File: src/gbn_pkg.sv
`timescale 1ns / 1ps

package gbn_pkg;

    localparam int MAX_SEQ_NUM  = 7;
    localparam int WINDOW_MAX   = 7;
    localparam int STORE_SLOTS  = 8;
    localparam int DATA_BITS    = 32;

    localparam int SEQ_W        = 3;
    localparam int CNT_W        = 32;
    localparam int LIM_W        = 8;
    localparam int STORE_ADDR_W = $clog2(STORE_SLOTS);

    localparam int S_TDATA_W    = 40;
    localparam int S_TUSER_W    = 3;
    localparam int M_TDATA_W    = 80;
    localparam int M_TUSER_W    = 2;
    localparam int M_PAD_W      = M_TDATA_W - (4 * SEQ_W + DATA_BITS + CNT_W);

    typedef enum logic [1:0] {
        REQ_NEW     = 2'd0,
        REQ_ACK     = 2'd1,
        REQ_TIMEOUT = 2'd2
    } req_t;

    typedef enum logic [1:0] {
        KIND_SENT    = 2'd0,
        KIND_ACKED   = 2'd1,
        KIND_REFUSED = 2'd2
    } kind_t;

    typedef enum logic [1:0] {
        ST_IDLE,
        ST_ACK,
        ST_RESEND
    } st_t;

    typedef struct packed {
        req_t                 op;
        logic [DATA_BITS-1:0] payload;
        logic [SEQ_W-1:0]     ack_seq;
    } cmd_t;

    typedef struct packed {
        kind_t                kind;
        logic [SEQ_W-1:0]     seq;
        logic [DATA_BITS-1:0] frame_data;
        logic [SEQ_W-1:0]     outstanding;
        logic [SEQ_W-1:0]     window_base;
        logic [SEQ_W-1:0]     window_next;
        logic [CNT_W-1:0]     sent_count;
        logic                 last;
    } res_t;

    function automatic logic [SEQ_W-1:0] seq_inc(input logic [SEQ_W-1:0] s);
        logic [LIM_W-1:0] w;
        w = LIM_W'(s);
        if (w == LIM_W'(MAX_SEQ_NUM)) begin
            return '0;
        end
        return SEQ_W'(w + LIM_W'(1));
    endfunction

    function automatic logic in_window(input logic [SEQ_W-1:0] a,
                                       input logic [SEQ_W-1:0] b,
                                       input logic [SEQ_W-1:0] c);
        return ((a <= b) && (b < c)) || ((c < a) && (a <= b)) || ((b < c) && (c < a));
    endfunction

    function automatic logic [SEQ_W-1:0] eff_limit(input logic [SEQ_W-1:0] lim);
        logic [LIM_W-1:0] l;
        l = LIM_W'(lim);
        if (l > LIM_W'(WINDOW_MAX)) begin
            l = LIM_W'(WINDOW_MAX);
        end
        if (l > LIM_W'(MAX_SEQ_NUM)) begin
            l = LIM_W'(MAX_SEQ_NUM);
        end
        return SEQ_W'(l);
    endfunction

endpackage

File: src/gbn_ram.sv
`timescale 1ns / 1ps

module gbn_ram #(
    parameter int WIDTH = 32,
    parameter int DEPTH = 8
) (
    input  logic                     aclk,
    input  logic                     we,
    input  logic [$clog2(DEPTH)-1:0] waddr,
    input  logic [WIDTH-1:0]         wdata,
    input  logic [$clog2(DEPTH)-1:0] raddr,
    output logic [WIDTH-1:0]         rdata
);

    logic [WIDTH-1:0] mem [DEPTH];
    logic [WIDTH-1:0] rdata_reg;

    always_ff @(posedge aclk) begin
        if (we) begin
            mem[waddr] <= wdata;
        end
        rdata_reg <= mem[raddr];
    end

    assign rdata = rdata_reg;

endmodule

File: src/gbn_front.sv
`timescale 1ns / 1ps

module gbn_front (
    input  logic                          aclk,
    input  logic                          aresetn,
    input  logic                          s_tvalid,
    output logic                          s_tready,
    input  logic [gbn_pkg::S_TDATA_W-1:0] s_tdata,
    input  logic [gbn_pkg::S_TUSER_W-1:0] s_tuser,
    output logic                          cmd_valid,
    output gbn_pkg::cmd_t                 cmd,
    input  logic                          cmd_pop
);

    gbn_pkg::cmd_t q_reg [2];
    logic          wr_ptr_reg, wr_ptr_next;
    logic          rd_ptr_reg, rd_ptr_next;
    logic [1:0]    count_reg, count_next;
    logic          keep;
    logic          push;
    gbn_pkg::cmd_t in_cmd;

    // classify: drop corrupt acks and unknown requests
    always_comb begin
        in_cmd.op      = gbn_pkg::req_t'(s_tuser[1:0]);
        in_cmd.payload = s_tdata[gbn_pkg::DATA_BITS-1:0];
        in_cmd.ack_seq = s_tdata[gbn_pkg::DATA_BITS +: gbn_pkg::SEQ_W];
        unique case (s_tuser[1:0])
            gbn_pkg::REQ_NEW:     keep = 1'b1;
            gbn_pkg::REQ_ACK:     keep = ~s_tuser[2];
            gbn_pkg::REQ_TIMEOUT: keep = 1'b1;
            default:              keep = 1'b0;
        endcase
    end

    assign s_tready  = (count_reg != 2'd2);
    assign cmd_valid = (count_reg != 2'd0);
    assign cmd       = q_reg[rd_ptr_reg];
    assign push      = s_tvalid & s_tready & keep;

    always_comb begin
        wr_ptr_next = push ? ~wr_ptr_reg : wr_ptr_reg;
        rd_ptr_next = cmd_pop ? ~rd_ptr_reg : rd_ptr_reg;
        count_next  = count_reg + 2'(push) - 2'(cmd_pop);
    end

    always_ff @(posedge aclk) begin
        if (!aresetn) begin
            wr_ptr_reg <= 1'b0;
            rd_ptr_reg <= 1'b0;
            count_reg  <= 2'd0;
        end else begin
            wr_ptr_reg <= wr_ptr_next;
            rd_ptr_reg <= rd_ptr_next;
            count_reg  <= count_next;
        end
    end

    always_ff @(posedge aclk) begin
        if (push) begin
            q_reg[wr_ptr_reg] <= in_cmd;
        end
    end

endmodule

File: src/gbn_back.sv
`timescale 1ns / 1ps

module gbn_back (
    input  logic                      aclk,
    input  logic                      aresetn,
    input  logic                      cfg_wr_en,
    input  logic [gbn_pkg::SEQ_W-1:0] cfg_wr_data,
    input  logic                      cmd_valid,
    input  gbn_pkg::cmd_t             cmd,
    output logic                      cmd_pop,
    output logic                      m_tvalid,
    input  logic                      m_tready,
    output gbn_pkg::res_t             res
);

    localparam int AW = gbn_pkg::STORE_ADDR_W;
    localparam int SW = gbn_pkg::SEQ_W;

    gbn_pkg::st_t             state_reg, state_next;
    logic [SW-1:0]            base_reg, base_next;
    logic [SW-1:0]            nseq_reg, nseq_next;
    logic [SW-1:0]            flight_reg, flight_next;
    logic [gbn_pkg::CNT_W-1:0] sent_reg, sent_next;
    logic [SW-1:0]            cnt_reg, cnt_next;
    logic [SW-1:0]            cur_reg, cur_next;
    logic [SW-1:0]            ack_reg, ack_next;
    logic [SW-1:0]            lim_reg;
    logic                     m_valid_reg, m_valid_next;
    gbn_pkg::res_t            res_reg, res_next;
    logic                     out_free;
    logic                     load;
    logic                     ram_we;
    logic [gbn_pkg::DATA_BITS-1:0] ram_rdata;

    gbn_ram #(
        .WIDTH (gbn_pkg::DATA_BITS),
        .DEPTH (gbn_pkg::STORE_SLOTS)
    ) u_store (
        .aclk  (aclk),
        .we    (ram_we),
        .waddr (nseq_reg[AW-1:0]),
        .wdata (cmd.payload),
        .raddr (cur_next[AW-1:0]),
        .rdata (ram_rdata)
    );

    assign out_free = ~m_valid_reg | m_tready;

    always_comb begin
        state_next  = state_reg;
        base_next   = base_reg;
        nseq_next   = nseq_reg;
        flight_next = flight_reg;
        sent_next   = sent_reg;
        cnt_next    = cnt_reg;
        cur_next    = cur_reg;
        ack_next    = ack_reg;
        res_next    = res_reg;
        load        = 1'b0;
        cmd_pop     = 1'b0;
        ram_we      = 1'b0;
        unique case (state_reg)
            gbn_pkg::ST_IDLE: begin
                if (cmd_valid && out_free) begin
                    cmd_pop = 1'b1;
                    unique case (cmd.op)
                        gbn_pkg::REQ_NEW: begin
                            load = 1'b1;
                            if (flight_reg >= gbn_pkg::eff_limit(lim_reg)) begin
                                res_next.kind        = gbn_pkg::KIND_REFUSED;
                                res_next.seq         = '0;
                                res_next.frame_data  = '0;
                                res_next.outstanding = flight_reg;
                                res_next.window_base = base_reg;
                                res_next.window_next = nseq_reg;
                                res_next.sent_count  = sent_reg;
                            end else begin
                                ram_we      = 1'b1;
                                flight_next = flight_reg + SW'(1);
                                sent_next   = sent_reg + gbn_pkg::CNT_W'(1);
                                nseq_next   = gbn_pkg::seq_inc(nseq_reg);
                                res_next.kind        = gbn_pkg::KIND_SENT;
                                res_next.seq         = nseq_reg;
                                res_next.frame_data  = cmd.payload;
                                res_next.outstanding = flight_next;
                                res_next.window_base = base_reg;
                                res_next.window_next = nseq_next;
                                res_next.sent_count  = sent_next;
                            end
                            res_next.last = 1'b1;
                        end
                        gbn_pkg::REQ_ACK: begin
                            ack_next = cmd.ack_seq;
                            if ((flight_reg != '0) &&
                                gbn_pkg::in_window(base_reg, cmd.ack_seq, nseq_reg)) begin
                                state_next = gbn_pkg::ST_ACK;
                            end
                        end
                        gbn_pkg::REQ_TIMEOUT: begin
                            cur_next = base_reg;
                            cnt_next = flight_reg;
                            if (flight_reg != '0) begin
                                state_next = gbn_pkg::ST_RESEND;
                            end
                        end
                        default: ;
                    endcase
                end
            end
            gbn_pkg::ST_ACK: begin
                if (out_free) begin
                    load        = 1'b1;
                    flight_next = flight_reg - SW'(1);
                    base_next   = gbn_pkg::seq_inc(base_reg);
                    res_next.kind        = gbn_pkg::KIND_ACKED;
                    res_next.seq         = base_reg;
                    res_next.frame_data  = '0;
                    res_next.outstanding = flight_next;
                    res_next.window_base = base_next;
                    res_next.window_next = nseq_reg;
                    res_next.sent_count  = sent_reg;
                    res_next.last        = (base_reg == ack_reg);
                    if (base_reg == ack_reg) begin
                        state_next = gbn_pkg::ST_IDLE;
                    end
                end
            end
            gbn_pkg::ST_RESEND: begin
                if (out_free) begin
                    load      = 1'b1;
                    sent_next = sent_reg + gbn_pkg::CNT_W'(1);
                    cur_next  = gbn_pkg::seq_inc(cur_reg);
                    cnt_next  = cnt_reg - SW'(1);
                    res_next.kind        = gbn_pkg::KIND_SENT;
                    res_next.seq         = cur_reg;
                    res_next.frame_data  = ram_rdata;
                    res_next.outstanding = flight_reg;
                    res_next.window_base = base_reg;
                    res_next.window_next = nseq_reg;
                    res_next.sent_count  = sent_next;
                    res_next.last        = (cnt_reg == SW'(1));
                    if (cnt_reg == SW'(1)) begin
                        state_next = gbn_pkg::ST_IDLE;
                    end
                end
            end
            default: state_next = gbn_pkg::ST_IDLE;
        endcase
        m_valid_next = load | (m_valid_reg & ~m_tready);
    end

    always_ff @(posedge aclk) begin
        if (!aresetn) begin
            state_reg   <= gbn_pkg::ST_IDLE;
            base_reg    <= '0;
            nseq_reg    <= '0;
            flight_reg  <= '0;
            sent_reg    <= '0;
            cnt_reg     <= '0;
            cur_reg     <= '0;
            lim_reg     <= SW'(gbn_pkg::WINDOW_MAX);
            m_valid_reg <= 1'b0;
        end else begin
            state_reg   <= state_next;
            base_reg    <= base_next;
            nseq_reg    <= nseq_next;
            flight_reg  <= flight_next;
            sent_reg    <= sent_next;
            cnt_reg     <= cnt_next;
            cur_reg     <= cur_next;
            m_valid_reg <= m_valid_next;
            if (cfg_wr_en) begin
                lim_reg <= cfg_wr_data;
            end
        end
    end

    always_ff @(posedge aclk) begin
        ack_reg <= ack_next;
        if (load) begin
            res_reg <= res_next;
        end
    end

    assign m_tvalid = m_valid_reg;
    assign res      = res_reg;

`ifndef SYNTHESIS
    a_window_span: assert property (@(posedge aclk) disable iff (!aresetn)
        SW'(nseq_reg - base_reg) == flight_reg)
        else $error("window span disagrees with outstanding count");

    a_ack_nonempty: assert property (@(posedge aclk) disable iff (!aresetn)
        state_reg == gbn_pkg::ST_ACK |-> flight_reg != '0)
        else $error("retiring frames with nothing outstanding");

    a_resend_bound: assert property (@(posedge aclk) disable iff (!aresetn)
        state_reg == gbn_pkg::ST_RESEND |-> (cnt_reg != '0) && (cnt_reg <= flight_reg))
        else $error("resend count out of range");

    a_sent_step: assert property (@(posedge aclk) disable iff (!aresetn)
        $past(aresetn) && (sent_reg != $past(sent_reg)) |->
            sent_reg == $past(sent_reg) + gbn_pkg::CNT_W'(1))
        else $error("sent total moved by more than one");
`endif

endmodule

File: src/go_back_n_sender_core.sv
`timescale 1ns / 1ps

// Go-Back-N sender. Requests enter through a two-entry command queue and are
// executed one at a time by the window engine, which emits one result per
// cycle into an output register while that register is free. A new packet
// gives one result. An ack or a timeout is first decoded, then gives one result
// for each frame it retires or resends, up to seven results in all. A corrupt
// ack or an unknown request is dropped at the queue input and costs the engine
// nothing. An ack outside the window, or a timeout with nothing outstanding,
// is decoded and gives no result.
// The payload store is a registered-read RAM read one frame ahead of the
// resend pointer. Results stall without loss while m_tready is low.

module go_back_n_sender_core (
    input  logic                          aclk,
    input  logic                          aresetn,
    input  logic                          cfg_wr_en,
    input  logic [gbn_pkg::SEQ_W-1:0]     cfg_wr_data,
    input  logic                          s_tvalid,
    output logic                          s_tready,
    // [31:0] payload, [34:32] ack_seq, [39:35] zero
    input  logic [gbn_pkg::S_TDATA_W-1:0] s_tdata,
    // [1:0] req_type, [2] corrupt
    input  logic [gbn_pkg::S_TUSER_W-1:0] s_tuser,
    output logic                          m_tvalid,
    input  logic                          m_tready,
    // [2:0] seq, [34:3] frame_data, [37:35] outstanding, [40:38] window_base,
    // [43:41] window_next, [75:44] sent_count, [79:76] zero
    output logic [gbn_pkg::M_TDATA_W-1:0] m_tdata,
    // [1:0] kind
    output logic [gbn_pkg::M_TUSER_W-1:0] m_tuser,
    output logic                          m_tlast
);

    logic          cmd_valid;
    logic          cmd_pop;
    gbn_pkg::cmd_t cmd;
    gbn_pkg::res_t res;

    gbn_front u_front (
        .aclk      (aclk),
        .aresetn   (aresetn),
        .s_tvalid  (s_tvalid),
        .s_tready  (s_tready),
        .s_tdata   (s_tdata),
        .s_tuser   (s_tuser),
        .cmd_valid (cmd_valid),
        .cmd       (cmd),
        .cmd_pop   (cmd_pop)
    );

    gbn_back u_back (
        .aclk        (aclk),
        .aresetn     (aresetn),
        .cfg_wr_en   (cfg_wr_en),
        .cfg_wr_data (cfg_wr_data),
        .cmd_valid   (cmd_valid),
        .cmd         (cmd),
        .cmd_pop     (cmd_pop),
        .m_tvalid    (m_tvalid),
        .m_tready    (m_tready),
        .res         (res)
    );

    assign m_tdata = {{gbn_pkg::M_PAD_W{1'b0}}, res.sent_count, res.window_next,
                      res.window_base, res.outstanding, res.frame_data, res.seq};
    assign m_tuser = res.kind;
    assign m_tlast = res.last;

endmodule

File: config.mk
export PLATFORM = sky130hd
export DESIGN_NAME = go_back_n_sender_core
export DESIGN_NICKNAME = d
export VERILOG_FILES = /design/src/gbn_pkg.sv /design/src/gbn_ram.sv /design/src/gbn_front.sv /design/src/gbn_back.sv /design/src/go_back_n_sender_core.sv
export SDC_FILE = /design/constraint.sdc
export NUM_CORES = 1
export LEC_CHECK = 0
export ABC_AREA = 1
export BUFFER_PORTS_ARGS = -buffer_cell sky130_fd_sc_hd__clkbuf_2
export CAP_MARGIN = 20
export CORE_MARGIN = 3
export CORE_UTILIZATION = 40
export DETAILED_ROUTE_END_ITERATION = 10
export SLEW_MARGIN = 10
export SYNTH_ARGS = -nofsm -noshare
export SYNTH_HDL_FRONTEND = slang
export SYNTH_SLANG_ARGS = --single-unit
File: constraint.sdc
create_clock -name aclk -period 8.5 [get_ports aclk]
set_input_delay 1.275 -clock aclk [delete_from_list [all_inputs] [get_ports aclk]]
set_output_delay 1.275 -clock aclk [all_outputs]
set_load 0.01 [all_outputs]
; ---- Word level (Yosys, flattened, before mapping)
; Memories as Yosys holds them, arrays and structs flattened. A register that Yosys moved wholly into a read port is not among the register bits.
; Index checks and enable logic that the tools add are counted.
[totals]
ff_bits = 139
latch_bits = 0
mem_bits_rw = 330
mem_bits_ro = 0
in_bits = 51
output_inout_bits = 85
wordCells = 162
memories = 2
[classes]
add_sub_neg = 9
multipliers = 0
n_div = 0
magnitude_cmp = 4
n_eq_ne = 23
shifts = 0
muxes = 67
bitwise = 11
n_reduce_logical = 25
[mem_list]
columns = memory, depth, width, rd, rd_clocked_by_memory_dff, write_ports, line
row1 = u_back.u_store.mem, 8, 32, 1, 1, 1, gbn_ram.sv:15  ; logic [WIDTH-1:0] mem [DEPTH];
row2 = u_front.q_reg, 2, 37, 1, 1, 1, gbn_front.sv:15  ; gbn_pkg::cmd_t q_reg [2];
[ops]
columns = op, n
row1 = $mux 79, 4
row2 = $pmux 79 s3, 1
row3 = $mux 32, 4
row4 = $mux 78, 1
row5 = $pmux 32 s2, 1
row6 = $mux 3, 16
row7 = $add 32x1->32 const B, 1
row8 = $mux 1, 26
row9 = $pmux 3 s2, 3
row10 = $mux 2, 7
row11 = $add 3x1->3 const B, 4
row12 = $ne 2x1->1 const B, 5
row13 = $reduce_and 5->1, 2
row14 = $eq 3x3->1 const B, 3
row15 = $ne 2x2->1 const B, 4
row16 = $reduce_and 4->1, 2
row17 = $reduce_and 8->1, 1
row18 = $eq 2x1->1 const B, 3
row19 = $eq 2x2->1 const B, 3
row20 = $logic_not 2->1, 3
row21 = $lt 3x3->1, 2
row22 = $ne 3x2->1 const B, 2
row23 = $not 1->1, 6
row24 = $pmux 2 s3, 1
row25 = other kinds (20), 34

; ---- Depth between registers and ports, before layout
; Gate-level depths: netlist of run 1.
[depth]
ltp_word = 11
ltp_mapped = 20
ltp_nobuf = 17

; ---- Modules after synthesis
; From an unflattened synthesis of run 1, not the netlist that was laid out.
[hier_totals]
cells_unflattened = 2097
hier_area_um2 = 21906.0
[by_module_without_submodules]
columns = module, n_inst, cells_per_inst, area_each_um2, seq_area_each_um2
row1 = gbn_ram, 1, 1156, 11872.6, 8328.0
row2 = gbn_back, 1, 787, 6940.4, 3523.4
row3 = gbn_front, 1, 149, 3059.2, 2322.2
row4 = go_back_n_sender_core, 1, 5, 33.8, 0.0

; ---- Worst setup path before layout of run 1
; OpenSTA, ideal clock, no wires.
[synth_timing]
path_kind = input to register
from = input port m_tready
to = register u_back.res_reg (netlist bit u_back.res[0]) (enable)
setup_ns = 0.630
arrival_ns = 7.482
t_required_ns = 7.870
path_slack_ns = 0.388
path_stages = 6
n_path_buf = 0
cell_sequence = nor2_4 > nor2_2 > nand2_1 > o22ai_1 > nand2_1 > nor3b_1
[synth_via]
elab_chain_len = 5
word_cells_on_any_way = 9
cone_classes = eq/ne (3) / mux (3) / bitwise (1) / reduce/logical (2)
[synth_rtl]
columns = item, line
row1 = start: declaration, go_back_n_sender_core.sv:26  ; input logic m_tready,
row2 = $or 1x1->1 *, gbn_back.sv:47  ; assign out_free = ~m_valid_reg | m_tready;
row3 = $logic_and 1x1->1, gbn_back.sv:64  ; if (cmd_valid && out_free) begin
row4 = $mux 1, gbn_back.sv:64
row5 = $pmux 1 s2, gbn_back.sv:62  ; unique case (state_reg)
row6 = $reduce_and 6->1 (no line) *, -
row7 = end signal: assignment, gbn_back.sv:181  ; res_reg <= res_next;
row8 = end: declaration, gbn_back.sv:29  ; gbn_pkg::res_t res_reg, res_next;
; Every way passes the cells marked *; elsewhere a longest branch is shown, timed or not.
; A chain may end at the register's enable or synchronous reset.

==> impl_metrics.csv, run 1 <==
group,metric,value,unit
clock_tree,cts_htree_levels,2,
global_route,grt.overflow.total,0,
synthesis,synth_top_cell_area_share,0.5593,
floorplan,io_pins,136,
placement,dpl.cell_count,2938,
sta,worst_slew_pin_slew,1.039,ns
drt,wl_met2,26030,um
clock_tree,postCtsSetupBuffers,0,
sta,fmax,232.1,MHz
setup_path,crit_slowest_cell,"buf_4",
clock_tree,clock-sinks,502,
drt,drt_pass1_iterations,6,
setup_path,r2r_cells,18,
sta,slew-limit-headroom,0.3072,
setup_path,r2r_setup_slack,4.19,ns
sta,fin_worst_skew,0.02078,ns
power_and_ir_drop,power.leakage,0.01049,uW
synthesis,syn_area_per_cell,10.08,um2
status,status,"finished, final reports clean",
synthesis,synth_area_leaders,"edfxtp_1, dfxtp_1, nand3_1, nand2_1, inv_1",
clock_tree,clockBufferDepth,3,
global_route,grt_pass1_wl,85120,um
clock_tree,path_clk_slew,0.06,ns
floorplan,initial_core_util,0.4078,
setup_path,endpoint_kind,"register",
drt,wl_met1,24440,um
drt,highest_layer,"met4",
placement,gp_congestion,0.9112,
placement,hpwl,31550,um
synthesis,yosysUniqueCellTypes,38,
clock_tree,cts_tree,"yes",
setup_path,regToRegEndpoint,"u_back.u_store.rdata[18]",
drt,via_count,15370,
sta,hold_violations,0,
synthesis,ys_seq_area_frac,0.6408,
setup_path,crit_end,"u_back.u_store.rdata[18]",
power_and_ir_drop,p_per_area,384.1,nW/um2
drt,drtIter0Drc,1180,
setup_path,critPathKind,"register to register",
clock_tree,postCtsHoldBufs,0,
clock_tree,clk_latency,0.60,ns
final_layout,postLayoutCoreUtil,0.4644,
setup_path,crit_chain,"inv_1 -> buf_4 -> or2_2 -> o21ai_0 -> ha_1 -> inv_1 -> nand2_1 -> inv_1 -> nor2_1 -> nand2_2 -> a21oi_4 -> buf_4 -> inv_2 -> buf_4 -> nand3_1 -> nand2_1 -> nand2_1 -> nand2_1",
setup_path,crit_path_max_fanout,66,
worst_hold_path,worstHoldPathType,"register to register",
drt,drc,0,
floorplan,coreArea,54240,um2
final_layout,area_delta_synth_final,13.89,%
sta,fin_crit,4.308,ns
global_route,grt_pass1_vias,15070,
setup_path,start_kind,"register",
final_layout,largest_reg_flops,256,
setup_path,path_common_cell,"nand2_1",
clock_tree,cts_resized,0,
final_layout,drive_gt1_frac,0.1292,
drt,vias_per_cell,5.065,
synthesis,netlist_instances,2194,
setup_path,max_stage_delay,0.77,ns
clock_tree,cts_buffers,50,
sta,rsz0062_at_grt,"false",
global_route,grt_max_degree,98,
final_layout,layoutNonFillerInstCount,3035,
floorplan,die_area,58150,um2
sta,setup_ws,4.192,ns
sta,tns,0,ns
setup_path,cp_data_arrival_time,4.79,ns
final_layout,fillers,4951,
sta,finalHoldWorstSlack,0.4860,ns
job,drv_cap,0,
floorplan,die_w,241.2,um
sta,final-setup-viol-count,0,
floorplan,die_y,241.2,um
synthesis,yosysTopAreaCell,"edfxtp_1",
drt,wirelength,55410,um
synthesis,synth_area,22120,um2
global_route,antenna_found_initial,1,
drt,ant_nets,0,
synthesis,ys_ff_latch,502,
drt,wire_per_inst,18.26,um
sta,fin_crit_sh,0.5068,
power_and_ir_drop,peakVddDrop,0.0003315,V
setup_path,cp.required,8.98,ns
floorplan,std_cell_rows,85,
global_route,grtUsageTotal,0.1908,
synthesis,yosys_warnings,0,
drt,wl_met3,3308,um
clock_tree,cts-root-buf,"clkbuf_16",
placement,port_buffers,126,
placement,pre_cts_ws,4.168,ns
sta,drv_slew,0,
final_layout,layout.nets,2378,
Yosys cell counts, drive strengths merged:
cell / n
a31oi: 1
nand2: 404
clkbuf: 43
buf: 61
conb: 1
xnor2: 6
ha: 31
nor3: 18
edfxtp: 412
nand3b: 1
a22o: 2
dfxtp: 90
nor3b: 2
nand3: 350
a211oi: 4
xor2: 27
nand4: 12
inv: 396
a21oi: 44
o22ai: 15
o21ai: 145
o21a: 1
o221ai: 6
or2: 37
nor2: 84
a221oi: 1
routing by layer:
| metal | GRT usage | vias up |
|---|---|---|
| met3 | 0.02651 | 93 |
| met5 | 0 | - |
| met4 | 0.07007 | 0 |
| met1 | 0.2614 | 7351 |
| li1 | - | 7458 |
| met2 | 0.3113 | 471 |
worst max-delay path, delay by kind of cell (launching register included):
kind,cells,cell delay [ns]
AOI/OAI and AO/OA,2,0.31
adders and majority gates,1,0.30
buffers and inverters,7,2.16
DFF,1,0.33
and+or+nand+nor,8,1.03
layout make-up:
class,count,area (um2),area share
Antenna cell,1,2.502,0.00009934
Clock buffer,75,1488,0.05906
Clock inverter,19,289.0,0.01147
Inverter,396,1486,0.05901
Multi-Input combinational cell,1195,6030,0.2394
Sequential cell,502,14170,0.5627
Tap cell,696,870.8,0.03457
Timing Repair Buffer,151,850.8,0.03378
cells by family after synthesis:
| logic type | count (synthesis) | synth area share |
|---|---|---|
| buffers and inverters | 500 | 0.09209 |
| DFF | 502 | 0.6408 |
| and+or+nand+nor | 908 | 0.1827 |
| adders and majority gates | 31 | 0.01754 |
| AOI/OAI and AO/OA | 219 | 0.05368 |
| other | 1 | 0.0001695 |
| xor gates and xnor gates | 33 | 0.01307 |
worst min path at each step:
stage                    startpoint                    to  slack (ns)  cells after the start
6_report          u_back.lim_reg[0]     u_back.lim_reg[0]        0.49                      2
5_1_grt        u_front.count_reg[1]  u_front.count_reg[1]        0.53                      1
4_1_cts           u_back.lim_reg[0]     u_back.lim_reg[0]        0.49                      2
3_5_place_dp      u_back.lim_reg[0]     u_back.lim_reg[0]        0.47                      2
3_3_place_gp   u_front.count_reg[1]  u_front.count_reg[1]        0.45                      1
2_1_floorplan     u_back.lim_reg[0]     u_back.lim_reg[0]        0.43                      2
where the power goes:
group / switching, uW / internal [uW]
combinational: 2840 / 1060
sequential: 169 / 3250
clock: 934 / 1420
metrics by stage:
step / cell area [um2] / power, uW
finish: 25190 / 9675
global route: 25190 / 10360
detailed placement: 23360 / 7319
global placement: 23360 / 7244
CTS: 25140 / 9697
floorplan: 22130 / 6311
placed cells by master (no fill, tap or decap), drive strengths merged, types with 2 or more instances in the layout:
cell type | Yosys | routed
a22o | 2 | 2
clkinv | 0 | 12
nor2 | 84 | 84
bufinv | 0 | 7
xnor2 | 6 | 6
nand2 | 404 | 404
a21oi | 44 | 44
nor3b | 2 | 2
a211oi | 4 | 4
o221ai | 6 | 6
inv | 396 | 396
nand3 | 350 | 350
clkbuf | 43 | 201
conb | 1 | 4
xor2 | 27 | 27
ha | 31 | 31
buf | 61 | 25
nand4 | 12 | 12
nor3 | 18 | 18
or2 | 37 | 37
o22ai | 15 | 15
o21ai | 145 | 145
dfxtp | 90 | 90
edfxtp | 412 | 412
Power figures use the tool's default switching activity.
==> run 2, diff against run 1 <==
--- a/config.mk
+++ b/config.mk
@@ -5,7 +5,7 @@
 export SDC_FILE = /design/constraint.sdc
 export NUM_CORES = 1
 export LEC_CHECK = 0
-export ABC_AREA = 1
+export ABC_AREA = 0
 export BUFFER_PORTS_ARGS = -buffer_cell sky130_fd_sc_hd__clkbuf_2
 export CAP_MARGIN = 20
 export CORE_MARGIN = 3
==> constraint.sdc (replaced) <==
create_clock -name aclk -period 3.5 [get_ports aclk]
set_input_delay 0.525 -clock aclk [delete_from_list [all_inputs] [get_ports aclk]]
set_output_delay 0.525 -clock aclk [all_outputs]
set_load 0.01 [all_outputs]
==> impl_metrics.csv, run 2 <==
group,metric,value,unit
status,status,"finished, final reports clean",
drt,drc,0,
synthesis,yosysUniqueCellTypes,59,
floorplan,io_pins,136,
drt,drtIter0Drc,753,
synthesis,synthTopCellsByCount,"edfxtp_1, dfxtp_1, mux2_2",
drt,drt_pass1_iterations,6,
final_layout,final_cell_mix,"edfxtp_1, clkbuf_2, mux2_2, dfxtp_1, nand2_1",
global_route,grtUsageTotal,0.1629,
power_and_ir_drop,p_per_area,703.8,nW/um2
setup_path,critPathKind,"register to register",
final_layout,drive_gt1_frac,0.2507,
clock_tree,clk_latency,0.60,ns
synthesis,syn_area_per_cell,15.25,um2
final_layout,final_common_cell,"edfxtp_1",
floorplan,coreArea,50170,um2
floorplan,die_y,231.5,um
floorplan,die_area,53600,um2
power_and_ir_drop,peakVddDrop,0.0004449,V
sta,slew-limit-headroom,0.4381,
drt,vias_per_cell,5.158,
global_route,grt_max_degree,62,
synthesis,synth_area,20340,um2
drt,wirelength,44090,um
setup_path,cp.required,3.98,ns
drt,via_count,11310,
setup_path,start_kind,"register",
drt,wire_per_inst,20.11,um
sta,fin_crit_sh,0.8747,
setup_path,max_stage_delay,0.39,ns
job,drv_cap,0,
clock_tree,path_clk_slew,0.06,ns
synthesis,synth_area_leaders,"edfxtp_1, dfxtp_1, mux2_2, mux2i_1, a221oi_2",
floorplan,die_w,231.5,um
setup_path,crit_chain,"mux2i_1 -> ha_1 -> nand2_1 -> nor3_4 -> nor2_2 -> a221oi_4 -> buf_12 -> buf_12 -> mux2_2 -> o22ai_1 -> a221oi_2",
placement,port_buffers,126,
global_route,grt.overflow.total,0,
clock_tree,cts_htree_levels,2,
floorplan,std_cell_rows,82,
setup_path,crit_slowest_cell,"mux2_2",
clock_tree,clockBufferDepth,3,
sta,rsz0062_at_grt,"false",
clock_tree,postCtsHoldBufs,0,
clock_tree,cts_buffers,53,
global_route,grt_pass1_vias,11370,
clock_tree,clock-sinks,502,
synthesis,synth_top_cell_area_share,0.6082,
synthesis,ys_seq_area_frac,0.6968,
worst_hold_path,worstHoldPathType,"input port to register",
placement,gp_congestion,0.8064,
synthesis,yosysTopAreaCell,"edfxtp_1",
synthesis,ys.flop_type,"edfxtp_1",
setup_path,path_common_cell,"buf_12",
global_route,antenna_found_initial,0,
sta,tns,0,ns
drt,ant_nets,0,
final_layout,antenna_cells,0,
clock_tree,postCtsSetupBuffers,0,
setup_path,cp_data_arrival_time,3.54,ns
floorplan,initial_core_util,0.4055,
power_and_ir_drop,power.leakage,0.008821,uW
synthesis,yosys_warnings,0,
sta,fin_crit,3.061,ns
final_layout,largest_reg_flops,256,
setup_path,crit_path_max_fanout,53,
clock_tree,cts-root-buf,"clkbuf_16",
setup_path,endpoint_kind,"register",
clock_tree,cts_tree,"yes",
sta,fin_worst_skew,0.03677,ns
sta,hold_violations,0,
final_layout,area_delta_synth_final,17.04,%
clock_tree,cts_resized,0,
synthesis,netlist_instances,1334,
power_and_ir_drop,total_power,16760,uW
synthesis,synth-edff-count,412,
sta,worst_slew_pin_slew,0.8417,ns
synthesis,yosys.cell_count.top_type,"edfxtp_1",
placement,hpwl,24240,um
synthesis,ys_ff_latch,502,
global_route,grt_pass1_wl,67520,um
synthesis,async_reset_ff_frac,0,
final_layout,layout.nets,1561,
sta,final-setup-viol-count,0,
sta,drv_slew,0,
sta,fmax,326.7,MHz
run 2: cell count changes in the layout (fill, tap and decap cells not counted), sizes merged, moves of 35 or more:
cell	change
a221oi	+35
inv	-362
mux2	+97
and2	+45
nand2	-318
o21ai	-93
nand3	-335
or2	-35
mux2i	+74
run 2: logic make-up after synthesis:
logic type	Yosys count	synth area share
AOI/OAI and AO/OA	221	0.08562
xor gates and xnor gates	41	0.01765
adders and majority gates	31	0.01907
buffers and inverters	104	0.02503
DFF	502	0.6968
muxes	171	0.09011
other	1	0.0001843
and+or+nand+nor	263	0.06557
run 2: worst paths after layout:
kind / startpoint / endpoint / slack, ns / depth (start not counted)
hold / removal: s_tdata[9] / u_front.q_reg[1][12] / 0.11 / 1
hold reg to reg: u_back.lim_reg[0] / u_back.lim_reg[0] / 0.49 / 2
setup reg to reg: register / u_back.u_store.rdata[9] / 0.44 / 11
setup / recovery: register / u_back.u_store.rdata[9] / 0.44 / 11
run 2: through the flow:
stage                     worst slack (ns)  instances  hold WS, ns  utilization  instance area (um2)
after global placement              0.4645       2095       0.4797       0.4390                22030
final                               0.4387       2192       0.1114       0.4745                23810
after CTS                           0.4242       2191      0.07631       0.4740                23780
after floorplan                    0.03766       1337       0.4484            -                20440
after global routing                0.1866       2192      0.08187       0.4745                23810
after detailed placement            0.3935       2095       0.4741       0.4390                22030
run 2: layout make-up:
| cell class | count | area [um2] |
|---|---|---|
| clock buffer | 70 | 1420 |
| clock inverter | 26 | 334.1 |
| fill | 4310 | 26360 |
| inverter | 31 | 116.4 |
| multi-input combinational | 731 | 5816 |
| sequential | 502 | 14170 |
| tap | 672 | 840.8 |
| timing repair buffer | 160 | 1106 |
run 2: worst max-delay path, delay by kind of cell (launching register included):
family,cells,cell delay (ns)
mux,2,0.70
buf+inv,2,0.48
simple gates,3,0.58
compound gates,3,0.56
flops,1,0.35
fa+ha+maj,1,0.28
run 2: layer usage:
metal  wire length (um)  up-vias  share of wire  global-route usage
met4                744        0          0.017             0.03874
met5                  0        -              0                   0
met1              20320     5694           0.46              0.2223
met3               1721       55          0.039             0.02999
met2              21310      200           0.48              0.2714
li1                   -     5358              -                   -
run 2: power by group:
part	leakage (uW)	total [uW]	internal, uW	switching [uW]
clock	0.000860	5670	3370	2300
combinational	0.00348	3420	1210	2210
sequential	0.00448	7660	7430	229
==> run 3, diff against run 2 <==
--- a/config.mk
+++ b/config.mk
@@ -6,7 +6,7 @@
 export NUM_CORES = 1
 export LEC_CHECK = 0
 export ABC_AREA = 0
-export BUFFER_PORTS_ARGS = -buffer_cell sky130_fd_sc_hd__clkbuf_2
+export BUFFER_PORTS_ARGS = -buffer_cell sky130_fd_sc_hd__buf_2
 export CAP_MARGIN = 20
 export CORE_MARGIN = 3
 export CORE_UTILIZATION = 40
==> impl_metrics.csv, run 3 (synthesized netlist as in run 2, its figures left out) <==
group,metric,value,unit
status,status,"finished, final reports clean",
global_route,grtUsageTotal,0.1600,
final_layout,largest_reg_flops,256,
sta,drv_slew,0,
drt,drt_pass1_iterations,5,
placement,port_buffers,126,
global_route,met2_usage,0.2591,
floorplan,coreArea,50170,um2
setup_path,start_kind,"register",
clock_tree,cts_resized,0,
setup_path,max_stage_delay,0.38,ns
setup_path,cp_data_arrival_time,3.62,ns
floorplan,initial_core_util,0.4055,
clock_tree,cts_buffers,53,
sta,tns,0,ns
clock_tree,postCtsSetupBuffers,0,
setup_path,cp.required,3.96,ns
final_layout,final_area,23760,um2
power_and_ir_drop,p_per_area,695.9,nW/um2
global_route,antenna_found_initial,1,
worst_hold_path,hold_start,"s_tdata[10]",
drt,wire_per_inst,19.70,um
setup_path,worst-path-buf-inv,2,
final_layout,final_common_cell,"edfxtp_1",
worst_hold_path,worstHoldPathType,"input port to register",
global_route,grt_max_degree,62,
sta,slew-limit-headroom,0.3143,
clock_tree,cts_htree_levels,2,
setup_path,path_common_cell,"buf_12",
setup_path,critPathKind,"register to register",
sta,worst_slew_pin_slew,1.029,ns
final_layout,seq_area,14170,um2
final_layout,final_cell_mix,"edfxtp_1, buf_2, mux2_2, dfxtp_1, nand2_1",
drt,drtIter0Drc,702,
floorplan,io_pins,136,
clock_tree,path_clk_slew,0.06,ns
job,drv_cap,0,
final_layout,multi_input_area,5816,um2
setup_path,crit_chain,"mux2i_1 -> ha_1 -> nand2_1 -> nor3_4 -> nor2_2 -> a221oi_4 -> buf_12 -> buf_12 -> mux2_2 -> o22ai_1 -> a221oi_2",
drt,drc,0,
global_route,grt-busiest-layer,"met2",
setup_path,critPathTopFamily,"multiplexers",
floorplan,std_cell_rows,82,
worst_hold_path,hold_depth,1,
global_route,grt_pass1_wl,66330,um
final_layout,layout.nets,1560,
sta,final-setup-viol-count,0,
sta,fin_crit,3.157,ns
placement,dpl.cell_count,2095,
clock_tree,clockBufferDepth,3,
sta,fin_crit_sh,0.9021,
setup_path,worst-path-stages,11,
sta,rsz0062_at_grt,"false",
drt,vias_per_cell,5.129,
placement,gp_congestion,0.8076,
setup_path,r2r_cells,11,
final_layout,area_delta_synth_final,16.79,%
global_route,grt_pass1_vias,11220,
power_and_ir_drop,total_power,16530,uW
final_layout,drive_gt1_frac,0.2503,
sta,fin_worst_skew,0.03698,ns
global_route,met1_usage,0.2239,
setup_path,endpoint_kind,"register",
placement,hpwl,24360,um
floorplan,die_y,231.5,um
final_layout,fillers,4319,
global_route,grtUsageMet3,0.02999,
drt,via_count,11250,
clock_tree,postCtsHoldBufs,0,
final_layout,antenna_cells,0,
floorplan,die_area,53600,um2
drt,ant_nets,0,
sta,fmax,316.7,MHz
placement,post_dp_cell_area,22050,um2
clock_tree,clk_latency,0.60,ns
clock_tree,cts-root-buf,"clkbuf_16",
clock_tree,cts_tree,"yes",
power_and_ir_drop,peakVddDrop,0.0003749,V
final_layout,layoutNonFillerInstCount,2194,
floorplan,die_w,231.5,um
global_route,grt.overflow.total,0,
setup_path,crit_path_max_fanout,57,
sta,hold_violations,0,
power_and_ir_drop,power.leakage,0.008776,uW
clock_tree,clock-sinks,502,
setup_path,crit_slowest_cell,"mux2_2",
drt,wirelength,43220,um
## run 3: changes by cell type in the layout (fill, tap and decap cells not counted), sizes merged
cell,before,now
buf,34,159
clkbuf,196,72
clkinv,16,22
bufinv,7,3
inv,34,33
## run 3: final cells by class
cell class,instances,area share
repair buffers,159,0.04645
flip-flops and latches,502,0.5966
clock inverters,27,0.01001
multi-input cells,731,0.2448
inverters,31,0.004898
well taps,672,0.03539
clock buffers,72,0.06183
## run 3: layer usage
layer	vias to the layer above	wire length [um]
met5	-	0
met4	0	748
met3	59	1714
met2	216	20510
met1	5611	20240
li1	5368	-
## run 3: power by group
group | internal (uW) | total [uW] | switching (uW)
registers | 7430 | 7650 | 219
logic | 1250 | 3460 | 2210
clock network | 3170 | 5430 | 2260
## run 3: final timing paths
path / to / slack (ns)
min: u_front.q_reg[1][13] / 0.12
max: u_back.u_store.rdata[18] / 0.34
max reg2reg: u_back.u_store.rdata[18] / 0.34
min reg2reg: u_back.lim_reg[1] / 0.50
## run 3: stage by stage
step | util | hold slack [ns] | setup WS (ns)
final | 0.4735 | 0.1154 | 0.3426
after global routing | 0.4735 | 0.08415 | 0.1518
after CTS | 0.4735 | 0.07414 | 0.3432
after detailed placement | 0.4395 | 0.4775 | 0.3389
after global placement | 0.4395 | 0.4861 | 0.4192
after floorplan | - | 0.4484 | 0.03766
## run 3: worst register-to-register path, stage by stage (launching register included)
cell and delay (ns):
dfxtp_2 0.35, mux2i_1 0.32, ha_1 0.30, nand2_1 0.11, nor3_4 0.31, nor2_2 0.19, a221oi_4 0.30, buf_12 0.16
buf_12 0.29, mux2_2 0.47, o22ai_1 0.21, a221oi_2 0.06
